==> src/rtl/mh2_pkg.sv <==
// Package for the MurmurHash2 stream core: constants, sequencer states, multiplier request type.
// Depends on nothing; imported by the core, the multiplier and the testbench.
package mh2_pkg;

    localparam logic [31:0] MIX_MUL     = 32'h5bd1e995;
    localparam int unsigned MIX_SHIFT   = 24;
    localparam int unsigned FIN_SHIFT_A = 13;
    localparam int unsigned FIN_SHIFT_B = 15;

    typedef enum logic [5:0] {
        ST_IDLE = 6'b000001,
        ST_K1   = 6'b000010,
        ST_K2   = 6'b000100,
        ST_K3   = 6'b001000,
        ST_TAIL = 6'b010000,
        ST_AVAL = 6'b100000
    } state_t;

    typedef struct packed {
        logic        en;
        logic [31:0] operand;
    } mul_req_t;

    function automatic logic [31:0] xor_shift(input logic [31:0] v, input int unsigned sh);
        xor_shift = v ^ (v >> sh);
    endfunction

    function automatic logic [31:0] tail_mask(input logic [2:0] count);
        case (count)
            3'd1:    tail_mask = 32'h0000_00ff;
            3'd2:    tail_mask = 32'h0000_ffff;
            default: tail_mask = 32'h00ff_ffff;
        endcase
    endfunction

endpackage

==> src/rtl/mh2_mul.sv <==
// Shared multiplier: registers, when the request is enabled, the low 32 bits of the operand times the mixing constant.
// Depends on mh2_pkg for the constant and the request type.
module mh2_mul
    import mh2_pkg::*;
(
    input  logic        clk,
    input  mul_req_t    req,
    output logic [31:0] product
);

    logic [31:0] product_reg;
    logic [31:0] product_next;

    assign product_next = req.operand * MIX_MUL;

    always_ff @(posedge clk)
    begin
        if (req.en)
        begin
            product_reg <= product_next;
        end
    end

    assign product = product_reg;

endmodule

==> src/rtl/murmur2_hash32_stream_core.sv <==
// Top level of the streaming 32-bit MurmurHash2 core: sequencer, hash state and output register.
// Depends on mh2_pkg and on the shared multiplier mh2_mul.
//
// Each input transaction carries one little-endian message word; the core is not ready while it
// works on a word. All multiplications go through one shared multiplier whose product is
// registered: a full word passes ST_K1, ST_K2 and ST_K3, a partial word ST_TAIL, an empty word
// none, and a last word adds ST_AVAL for the final avalanche multiply. The finished hash sits in
// an output register, so the next word is taken while a hash still waits; the core stalls
// only if a second hash is ready before the first is taken. The seed register is written with
// seed_we and seed_wdata; the user must do so only while the core idles, which is not enforced.
module murmur2_hash32_stream_core
    import mh2_pkg::*;
(
    input  logic        clk,
    input  logic        rst_n,
    input  logic        seed_we,
    input  logic [31:0] seed_wdata,
    input  logic        in_valid,
    output logic        in_ready,
    input  logic [31:0] data_word,
    input  logic [2:0]  byte_count,
    input  logic        is_first,
    input  logic        is_last,
    input  logic [30:0] message_length,
    output logic        out_valid,
    input  logic        out_ready,
    output logic [31:0] hash_value
);

    state_t      state_reg, state_next;
    logic [31:0] seed_reg;
    logic [31:0] running_hash_reg, running_hash_next;
    logic [31:0] k_reg, k_next;
    logic        last_reg, last_next;
    logic        out_valid_reg, out_valid_next;
    logic [31:0] hash_reg, hash_next;
    logic [31:0] h_start;
    logic [31:0] product;
    logic [31:0] mixed;
    mul_req_t    mul_req;

    mh2_mul u_mul (
        .clk     (clk),
        .req     (mul_req),
        .product (product)
    );

    assign h_start = is_first ? ({1'b0, message_length} ^ seed_reg) : running_hash_reg;
    assign mixed   = product ^ k_reg;

    always_comb
    begin
        state_next        = state_reg;
        running_hash_next = running_hash_reg;
        k_next            = k_reg;
        last_next         = last_reg;
        out_valid_next    = out_valid_reg && !out_ready;
        hash_next         = hash_reg;
        mul_req.en        = 1'b0;
        mul_req.operand   = 32'h0;
        case (state_reg)
            ST_IDLE:
            begin
                if (in_valid)
                begin
                    running_hash_next = h_start;
                    last_next         = is_last;
                    if (byte_count[2])
                    begin
                        mul_req.en      = 1'b1;
                        mul_req.operand = data_word;
                        state_next      = ST_K1;
                    end
                    else if (byte_count[1:0] != 2'b00)
                    begin
                        mul_req.en      = 1'b1;
                        mul_req.operand = h_start ^ (data_word & tail_mask(byte_count));
                        state_next      = ST_TAIL;
                    end
                    else if (is_last)
                    begin
                        mul_req.en      = 1'b1;
                        mul_req.operand = xor_shift(h_start, FIN_SHIFT_A);
                        state_next      = ST_AVAL;
                    end
                end
            end
            ST_K1:
            begin
                mul_req.en      = 1'b1;
                mul_req.operand = xor_shift(product, MIX_SHIFT);
                state_next      = ST_K2;
            end
            ST_K2:
            begin
                k_next          = product;
                mul_req.en      = 1'b1;
                mul_req.operand = running_hash_reg;
                state_next      = ST_K3;
            end
            ST_K3:
            begin
                running_hash_next = mixed;
                if (last_reg)
                begin
                    mul_req.en      = 1'b1;
                    mul_req.operand = xor_shift(mixed, FIN_SHIFT_A);
                    state_next      = ST_AVAL;
                end
                else
                begin
                    state_next = ST_IDLE;
                end
            end
            ST_TAIL:
            begin
                running_hash_next = product;
                if (last_reg)
                begin
                    mul_req.en      = 1'b1;
                    mul_req.operand = xor_shift(product, FIN_SHIFT_A);
                    state_next      = ST_AVAL;
                end
                else
                begin
                    state_next = ST_IDLE;
                end
            end
            ST_AVAL:
            begin
                if (!out_valid_reg || out_ready)
                begin
                    out_valid_next = 1'b1;
                    hash_next      = xor_shift(product, FIN_SHIFT_B);
                    state_next     = ST_IDLE;
                end
            end
            default:
            begin
                state_next = ST_IDLE;
            end
        endcase
    end

    always_ff @(posedge clk or negedge rst_n)
    begin
        if (!rst_n)
        begin
            state_reg        <= ST_IDLE;
            seed_reg         <= 32'h0;
            running_hash_reg <= 32'h0;
            last_reg         <= 1'b0;
            out_valid_reg    <= 1'b0;
        end
        else
        begin
            state_reg        <= state_next;
            running_hash_reg <= running_hash_next;
            last_reg         <= last_next;
            out_valid_reg    <= out_valid_next;
            if (seed_we)
            begin
                seed_reg <= seed_wdata;
            end
        end
    end

    always_ff @(posedge clk)
    begin
        k_reg    <= k_next;
        hash_reg <= hash_next;
    end

    assign in_ready   = (state_reg == ST_IDLE);
    assign out_valid  = out_valid_reg;
    assign hash_value = hash_reg;

endmodule

==> config.mk <==
export PLATFORM = sky130hd
export DESIGN_NAME = murmur2_hash32_stream_core
export DESIGN_NICKNAME = d
export VERILOG_FILES = /design/src/rtl/mh2_pkg.sv /design/src/rtl/mh2_mul.sv /design/src/rtl/murmur2_hash32_stream_core.sv
export SDC_FILE = /design/constraint.sdc
export NUM_CORES = 1
export LEC_CHECK = 0
export ABC_AREA = 1
export BUFFER_PORTS_ARGS = -buffer_cell sky130_fd_sc_hd__clkbuf_2
export CORE_UTILIZATION = 45
export DETAILED_ROUTE_END_ITERATION = 10
export GPL_TIMING_DRIVEN = 0
export SLEW_MARGIN = 20
export SYNTH_ARGS = -nofsm -noshare
export SYNTH_HDL_FRONTEND = slang
export SYNTH_HIERARCHICAL = 1
export SYNTH_SLANG_ARGS = --single-unit
==> constraint.sdc <==
create_clock -name clk -period 11.1 [get_ports clk]
set_input_delay 0.555 -clock clk [delete_from_list [all_inputs] [get_ports clk]]
set_output_delay 0.555 -clock clk [all_outputs]
set_load 0.005 [all_outputs]
==> results of run 1 <==
-- worst max-delay path by stage --
stage	end	slack [ps]	cells past startpoint
after global placement	u_mul/product[31]	1790	33
after global routing	u_mul/product[31]	1740	31
after CTS	u_mul/product[31]	2170	31
final	u_mul/product[31]	2060	31
after floorplan	u_mul/product[31]	3600	32
after detailed placement	u_mul/product[31]	1770	33
-- layout by cell type (no fill, tap or decap), types with 24 or more instances in the layout --
master,instances
clkbuf_1,51
xnor2_1,78
dfrtp_1,71
nand2_1,518
edfxtp_1,96
inv_1,540
fa_1,181
xor2_1,60
a21oi_1,47
nand3_1,148
o21ai_0,135
buf_2,24
nor2_1,125
clkbuf_2,135
ha_1,216
-- cell type report --
type,count,area [um2]
timing repair buffer,141,764
clock inverter,15,206
buffer,83,368
tap,585,732
sequential,168,4690
fill,4289,21300
inverter,546,2050
multi-input combinational,1643,12600
clock buffer,17,425
-- metrics by stage --
stage	util	hold slack, ps
after floorplan	-	259
after global placement	0.489	427
after detailed placement	0.491	432
after CTS	0.506	103
after global routing	0.506	121
final	0.506	83.3
-- Yosys cell counts, types with 51 or more instances --
cell	n	area [um2]
nand2_1	518	1940
inv_1	540	2030
edfxtp_1	96	2880
dfrtp_1	71	1780
xnor2_1	78	683
clkbuf_1	51	191
xor2_1	60	526
o21ai_0	135	676
nand3_1	148	741
fa_1	181	3620
nor2_1	125	469
ha_1	216	2700
-- routing by layer --
metal / vias to the layer above / GRT usage / share of wire
met2: 482 / 0.539 / 0.51
li1: 7879 / - / -
met4: 0 / 0.0900 / 0.024
met1: 7877 / 0.371 / 0.43
met5: - / 0 / 0
met3: 74 / 0.0306 / 0.039
-- cells by family (layout without fill, tap and decap cells) --
kind of cell / after synthesis / count (layout) / share of synthesized area
muxes: 6 / 6 / 0.00343
AOI/OAI and AO/OA: 243 / 243 / 0.0672
DFF: 168 / 168 / 0.238
adders and majority gates: 397 / 397 / 0.321
and+or+nand+nor: 859 / 859 / 0.186
xor gates and xnor gates: 138 / 138 / 0.0613
buffers and inverters: 629 / 802 / 0.123
-- critical path, delay by kind of cell (launching register included) --
family | cells | cell delay [ps]
AO/OA/AOI/OAI | 1 | 110
adder cells (fa/ha/maj) | 9 | 4610
buffers and inverters | 10 | 1360
flip-flops | 1 | 450
AND/OR/NAND/NOR | 11 | 2250
==> out/results.txt, run 1 <==
Status = finished clean
CP required = 11320 ps
Detailed placement HPWL = 53600 um
RD Place Congestion = 0.948
Clock Latency Late Sink = 470 ps
Via count = 16300
Total Wirelength = 64700 um
Initial antenna violation count = 0
Max Clk Rate = 111 MHz
Tot GR Track Use = 0.298
CP Capture Type = flop
Final Hold Fails = 0
# hold bufs at CTS = 0
Reg2reg path depth = 31
Register bit total from synthesis = 168
Row count = 76
Ant diodes = 0
Layout Nets = 3102
Synth cell types = 53
Synth Area per Inst = 8.07 um2
First-pass GRT wire length = 97300 um
Synthesized Nets = 2942
Critical Path AT = 9260 ps
Final cell count without fillers = 3198
Max-slew violation count = 0
FF-to-FF End = u_mul/product[31]
Final worst slack = 2060 ps
H-tree depth = 4
Die width = 211 um
Worst-case clock buffer depth = 2
Crit path top cell by count = inv_1
Drt via density = 5.10
Worst r2r src = state_reg[4]
PortBufs = 136
Post-synth EDFFs = 96
Synth Instances = 2440
CORE AREA = 0.0432 mm2
Layout cell share with drive strength beyond 1 = 0.0964
Period utilization = 0.815
Worst-path fanout max = 10
CTS resizes = 0
Die Y-Extent = 211 um
Routed Antenna Nets = 0
Slew headroom = 0.262
Hold Path Class = primary input to asynchronous set/reset pin
Clock sinks = 168
Starting Density = 0.456
CTS buffer count = 17
CTS clk-pin slew, worst paths = 80 ps
Setup bufs post-CTS = 0
Seq/Total Area, Yosys = 0.238
Reg2Reg Setup Slack = 2060 ps
Die Area = 0.0446 mm2
Setup repair after global routing missed its margin = no
Cell area after technology mapping = 0.0197 mm2
Placed Instances = 3166
Actual slew at the worst max-slew pin = 1110 ps
Area added between synthesis and finish = 10.9%
Number of max-cap violations = 0
Origin of the worst setup path = state_reg[4]
Final instance area = 0.0218 mm2
Asr flop ratio synth = 0.429
Setup_tns = 0 ps
Largest net degree at the start of global routing = 42
Crit start category = flop
Gr ovfl total = 0
Slowest CP cell = nand2_1
CTS tree = built
Clock Skew = 14.3 ps
Critical path class = flop to flop
Post-route DRC = 0
Ys Warns = 6
WL/cell = 20.2 um
Root Buffer = clkbuf_16
# setup viols final = 0
Vias in the first global route = 16300
Setup slack at placement = 1770 ps
Initial DRC Count = 1179
IO Pins = 139
Detailed Routing Iterations Pass 1 = 5
Post-layout min period = 9040 ps
Dominant synthesized flop cell = edfxtp_1
Post-placement cell area = 0.0212 mm2
Slowest Stage Delay on Critical Path = 610 ps
Power of run 1 is left out: the tool's default activity adds up to more than one toggle a clock period on the data nets, which glitch-free logic cannot reach.
==> inputs of run 2 (changes only) <==
==> constraint.sdc (replaced) <==
create_clock -name clk -period 8.1 [get_ports clk]
set_input_delay 0.405 -clock clk [delete_from_list [all_inputs] [get_ports clk]]
set_output_delay 0.405 -clock clk [all_outputs]
set_load 0.005 [all_outputs]
==> out/results.txt, run 2 (synthesis results as in run 1) <==
Total Wirelength = 65300 um (+1.0%)
Slew headroom = 0.528 (+0.266)
WL/cell = 20.3 um (+0.25%)
Critical Path AT = 7990 ps (-1270 ps)
Slowest CP cell = ha_1
H-tree depth = 4 (unchanged)
Worst-case clock buffer depth = 2 (unchanged)
Initial antenna violation count = 0 (unchanged)
Final instance area = 0.0222 mm2 (+1.9%)
Drt via density = 5.13 (+0.53%)
Clock Skew = 15.7 ps (+1.38 ps)
Layout cell share with drive strength beyond 1 = 0.119 (+0.0230)
Crit path top cell by count = fa_1
CTS tree = built
CTS buffer count = 17 (unchanged)
Detailed placement HPWL = 53600 um (unchanged)
Root Buffer = clkbuf_16
Clock sinks = 168 (unchanged)
Crit start category = flop
Actual slew at the worst max-slew pin = 706 ps (-399 ps)
CP top delay family = adder cells
CP required = 8300 ps (-3020 ps)
Post-layout min period = 7790 ps (-1250 ps)
IO Pins = 139 (unchanged)
Critical path class = flop to flop
WP buf/inv = 6 (-4)
Slowest Stage Delay on Critical Path = 570 ps (-40 ps)
Max Clk Rate = 128 MHz (+16%)
CORE AREA = 0.0432 mm2 (unchanged)
Area added between synthesis and finish = 12.9%
PortBufs = 136 (unchanged)
Gr ovfl total = 0 (unchanged)
Final Hold Fails = 0 (unchanged)
CTS clk-pin slew, worst paths = 80 ps (about the same)
Layout Nets = 3126 (+0.77%)
Vias in the first global route = 16400 (+0.55%)
RD Place Congestion = 0.948 (unchanged)
First-pass GRT wire length = 98000 um (+0.65%)
Ant diodes = 0 (unchanged)
CP Capture Type = flop
Fin util = 0.515 (+0.00936)
Leading cell type in the layout, fill and taps excluded = inv_1
Post-placement cell area = 0.0212 mm2 (unchanged)
Worst-path fanout max = 7 (-3)
Setup_tns = 0 ps (unchanged)
Via count = 16500 (+1.3%)
Die Area = 0.0446 mm2 (unchanged)
Hold slack final = 151 ps (+67.8 ps)
Commonest cells after routing, fill and taps aside = inv_1 (537), nand2_1 (500), ha_1 (213), fa_1 (181), nand3_1 (147)
Die Y-Extent = 211 um (unchanged)
Routed Antenna Nets = 0 (unchanged)
Tot GR Track Use = 0.300 (+0.00207)
Number of max-cap violations = 0 (unchanged)
Initial DRC Count = 1171 (-0.68%)
Post-route DRC = 0 (unchanged)
Period utilization = 0.962 (+0.148)
# setup viols final = 0 (unchanged)
Starting Density = 0.456 (unchanged)
Status = finished clean
Die width = 211 um (unchanged)
Clock Latency Late Sink = 470 ps (about the same)
Hold Path Class = primary input to flop
Max-slew violation count = 0 (unchanged)
Row count = 76 (unchanged)
Largest net degree at the start of global routing = 42 (unchanged)
Detailed Routing Iterations Pass 1 = 7 (+2)
==> run 2: cell types whose count changed in the layout (fill, tap and decap cells not counted), moves of 4 or more <==
cell      previous run  this run
nand2_1            518       500
clkbuf_1            51        44
nand2_2             11        17
clkbuf_2           135       139
nand2_4              1        13
buf_2               24        18
buf_4                3        34
==> run 2: cell type report <==
class / instances / area (um2)
buffer: 80 / 377
sequential: 168 / 4690
clock buffer: 17 / 425
multi-input combinational: 1643 / 12800
clock inverter: 15 / 206
fill: 4250 / 20900
timing repair buffer: 168 / 970
tap: 585 / 732
inverter: 546 / 2050
==> run 2: path summary, 6_finish.rpt <==
kind                                   start                 to  slack [ps]  cells past startpoint
setup / recovery           u_mul/product[30]  u_mul/product[30]         310                     27
max in group asynchronous              rst_n       state_reg[0]        6920                      3
hold / removal                seed_wdata[15]       seed_reg[15]         150                      3
setup reg to reg           u_mul/product[30]  u_mul/product[30]         310                     27
hold reg to reg             u_mul/product[3]           k_reg[3]         450                      0
min in group asynchronous              rst_n        seed_reg[6]         480                      2
==> run 2: per-layer routing <==
metal | track usage | up-vias | share of wire
li1 | - | 7923 | -
met1 | 0.371 | 8003 | 0.42
met2 | 0.540 | 507 | 0.51
met3 | 0.0345 | 89 | 0.048
met4 | 0.0977 | 0 | 0.029
met5 | 0 | - | 0
==> run 2: through the flow <==
step | instances | setup slack (ps)
detailed placement | 3166 | -1080
CTS | 3207 | 26.3
finish | 3222 | 305
floorplan | 2440 | 755
global route | 3222 | -27.4
global placement | 3161 | -1060
==> run 2: repair_timing <==
| action | in CTS | in global routing |
|---|---|---|
| setup endpoints to repair | 9 | 8 |
| hold buffers | 1 | 0 |
| setup buffers | 9 | 17 |
| gates resized for setup | 32 | 35 |
| pin swaps | 7 | 11 |
| hold endpoints to repair | 37 | 0 |
==> run 2: worst register-to-register path, stage by stage, from the launching register on <==
cell and delay, ps:
edfxtp_1 420, clkbuf_1 270, xnor2_1 460, xnor2_1 170, nor2_1 60, nor3_1 170
nand2_1 450, ha_1 580, ha_1 320, inv_1 50, fa_1 460, fa_1 550
inv_1 60, fa_1 470, fa_1 510, fa_1 550, inv_1 60, fa_1 540
inv_1 50, ha_1 380, nand2_1 160, nor2_2 180, nand2_1 60, inv_1 60
nand3_1 60, or2_1 240, nand4_1 70, nand2_1 120
Power of run 2 is left out for the same reason.
==> inputs of run 3 (changes only) <==
--- a/config.mk
+++ b/config.mk
@@ -6,9 +6,9 @@
 export NUM_CORES = 1
 export LEC_CHECK = 0
 export ABC_AREA = 1
-export BUFFER_PORTS_ARGS = -buffer_cell sky130_fd_sc_hd__clkbuf_2
 export CORE_UTILIZATION = 45
 export DETAILED_ROUTE_END_ITERATION = 10
+export DONT_BUFFER_PORTS = 1
 export GPL_TIMING_DRIVEN = 0
 export SLEW_MARGIN = 20
 export SYNTH_ARGS = -nofsm -noshare
==> out/results.txt, run 3 (synthesis results as in run 1) <==
CORE AREA = 0.0432 mm2 (unchanged)
Root Buffer = clkbuf_16
Leading cell type in the layout, fill and taps excluded = inv_1
Status = finished clean
Worst-path fanout max = 10 (+3)
Area added between synthesis and finish = 9.97%
Period utilization = 0.968 (+0.00570)
Commonest cells after routing, fill and taps aside = inv_1 (539), nand2_1 (499), ha_1 (214), fa_1 (181), nand3_1 (147)
Initial DRC Count = 1310 (+12%)
Max-slew violation count = 0 (unchanged)
Crit start category = flop
# setup viols final = 0 (unchanged)
Tot GR Track Use = 0.300 (+0.000651)
Gr ovfl total = 0 (unchanged)
Clock Latency Late Sink = 470 ps (about the same)
Die width = 211 um (unchanged)
Slew headroom = 0.473 (-0.0548)
Clock Skew = 14.2 ps (-1.48 ps)
Die Area = 0.0446 mm2 (unchanged)
Register area = 0.00469 mm2 (about the same)
Routed Antenna Nets = 0 (unchanged)
CTS tree = built
Critical Path AT = 8060 ps (+70 ps)
Largest net degree at the start of global routing = 73 (+74%)
CTS clk-pin slew, worst paths = 80 ps (about the same)
Hold Path Class = primary input to flop
Total Wirelength = 64800 um (-0.77%)
Worst-case clock buffer depth = 2 (unchanged)
Multi-input gate area = 0.0128 mm2 (+0.28%)
H-tree depth = 4 (unchanged)
Detailed placement HPWL = 52800 um (-1.6%)
Clock sinks = 168 (unchanged)
Fillers = 4295 (+1.1%)
First-pass GRT wire length = 97900 um (about the same)
Layout cell share with drive strength beyond 1 = 0.0715 (-0.0480)
Vias in the first global route = 16100 (-1.5%)
Row count = 76 (unchanged)
Reg2reg path depth = 31 (+15%)
Ant diodes = 0 (unchanged)
PortBufs = 0 (-100%)
Critical path class = flop to flop
CP required = 8320 ps (+20 ps)
Post-layout min period = 7840 ps (+46.2 ps)
Final Hold Fails = 0 (unchanged)
CTS buffer count = 17 (unchanged)
IO Pins = 139 (unchanged)
Actual slew at the worst max-slew pin = 788 ps (+82.0 ps)
Final cell count without fillers = 3089 (-4.1%)
CP Capture Type = flop
Drt via density = 5.18 (+1.1%)
Slowest Stage Delay on Critical Path = 570 ps (about the same)
Slowest CP cell = fa_1
Initial antenna violation count = 0 (unchanged)
Number of max-cap violations = 0 (unchanged)
Detailed Routing Iterations Pass 1 = 5 (-2)
Post-route DRC = 0 (unchanged)
Layout Nets = 2993 (-4.3%)
WL/cell = 21.0 um (+3.5%)
Worst hold path stage count = 2 (-1)
Placed Instances = 3029 (-4.3%)
Via count = 16000 (-3.1%)
Max Clk Rate = 128 MHz (-0.59%)
Starting Density = 0.456 (unchanged)
RD Place Congestion = 0.954 (+0.61%)
Die Y-Extent = 211 um (unchanged)
## run 3: cell count changes in the layout (fill, tap and decap cells not counted), moves of 2 or more
cell,before,now
inv_2,7,5
buf_2,18,16
clkbuf_1,44,47
inv_1,537,539
xnor2_1,75,73
buf_6,5,7
clkinv_8,6,8
clkbuf_2,139,2
ha_2,2,0
xnor2_2,3,5
## run 3: layer usage
layer	wire [um]	part of all wire	track usage
met5	0	0	0
met4	2320	0.036	0.111
met3	3350	0.052	0.0433
met2	32400	0.50	0.538
met1	26800	0.41	0.364
## run 3: critical path: cells and delay by family (launching register included)
family / cells / cell delay [ps]
compound gates: 1 / 130
fa+ha+maj: 9 / 4500
buf+inv: 10 / 920
flops: 1 / 450
simple gates: 11 / 1560
## run 3: layout make-up
| type | count | area share |
|---|---|---|
| Multi-Input combinational cell | 1643 | 0.592 |
| Sequential cell | 168 | 0.216 |
| Inverter | 546 | 0.0948 |
| Tap cell | 585 | 0.0338 |
| Clock buffer | 17 | 0.0196 |
| Buffer | 81 | 0.0180 |
| Timing Repair Buffer | 34 | 0.0154 |
| Clock inverter | 15 | 0.00988 |
## run 3: through the flow
stage	setup TNS (ps)	instance area [um2]	hold WS, ps	utilization	worst slack [ps]
floorplan	0	19700	109	-	755
global placement	-5450	20400	111	0.473	-998
detailed placement	-6140	20500	111	0.475	-1080
CTS	0	21400	42.4	0.495	50.9
global route	-0.177	21700	55.5	0.502	-0.177
finish	0	21700	53.1	0.502	259
## run 3: timing repair
action                     4_1_cts  5_1_grt
pin swaps                        7        9
setup endpoints to repair        9        8
hold endpoints to repair        72        0
setup buffers                    8       20
hold buffers                     2        0
gates resized for setup         35       33
## run 3: worst paths after layout
| kind | from | endpoint | slack [ps] |
|---|---|---|---|
| max | state_reg[4] | u_mul/product[31] | 260 |
| min | seed_wdata[30] | seed_reg[30] | 50 |
| max reg2reg | state_reg[4] | u_mul/product[31] | 260 |
| min reg2reg | u_mul/product[10] | k_reg[10] | 450 |
| max in group asynchronous | rst_n | state_reg[0] | 7240 |
| min in group asynchronous | rst_n | seed_reg[2] | 430 |
Power of run 3 is left out for the same reason.
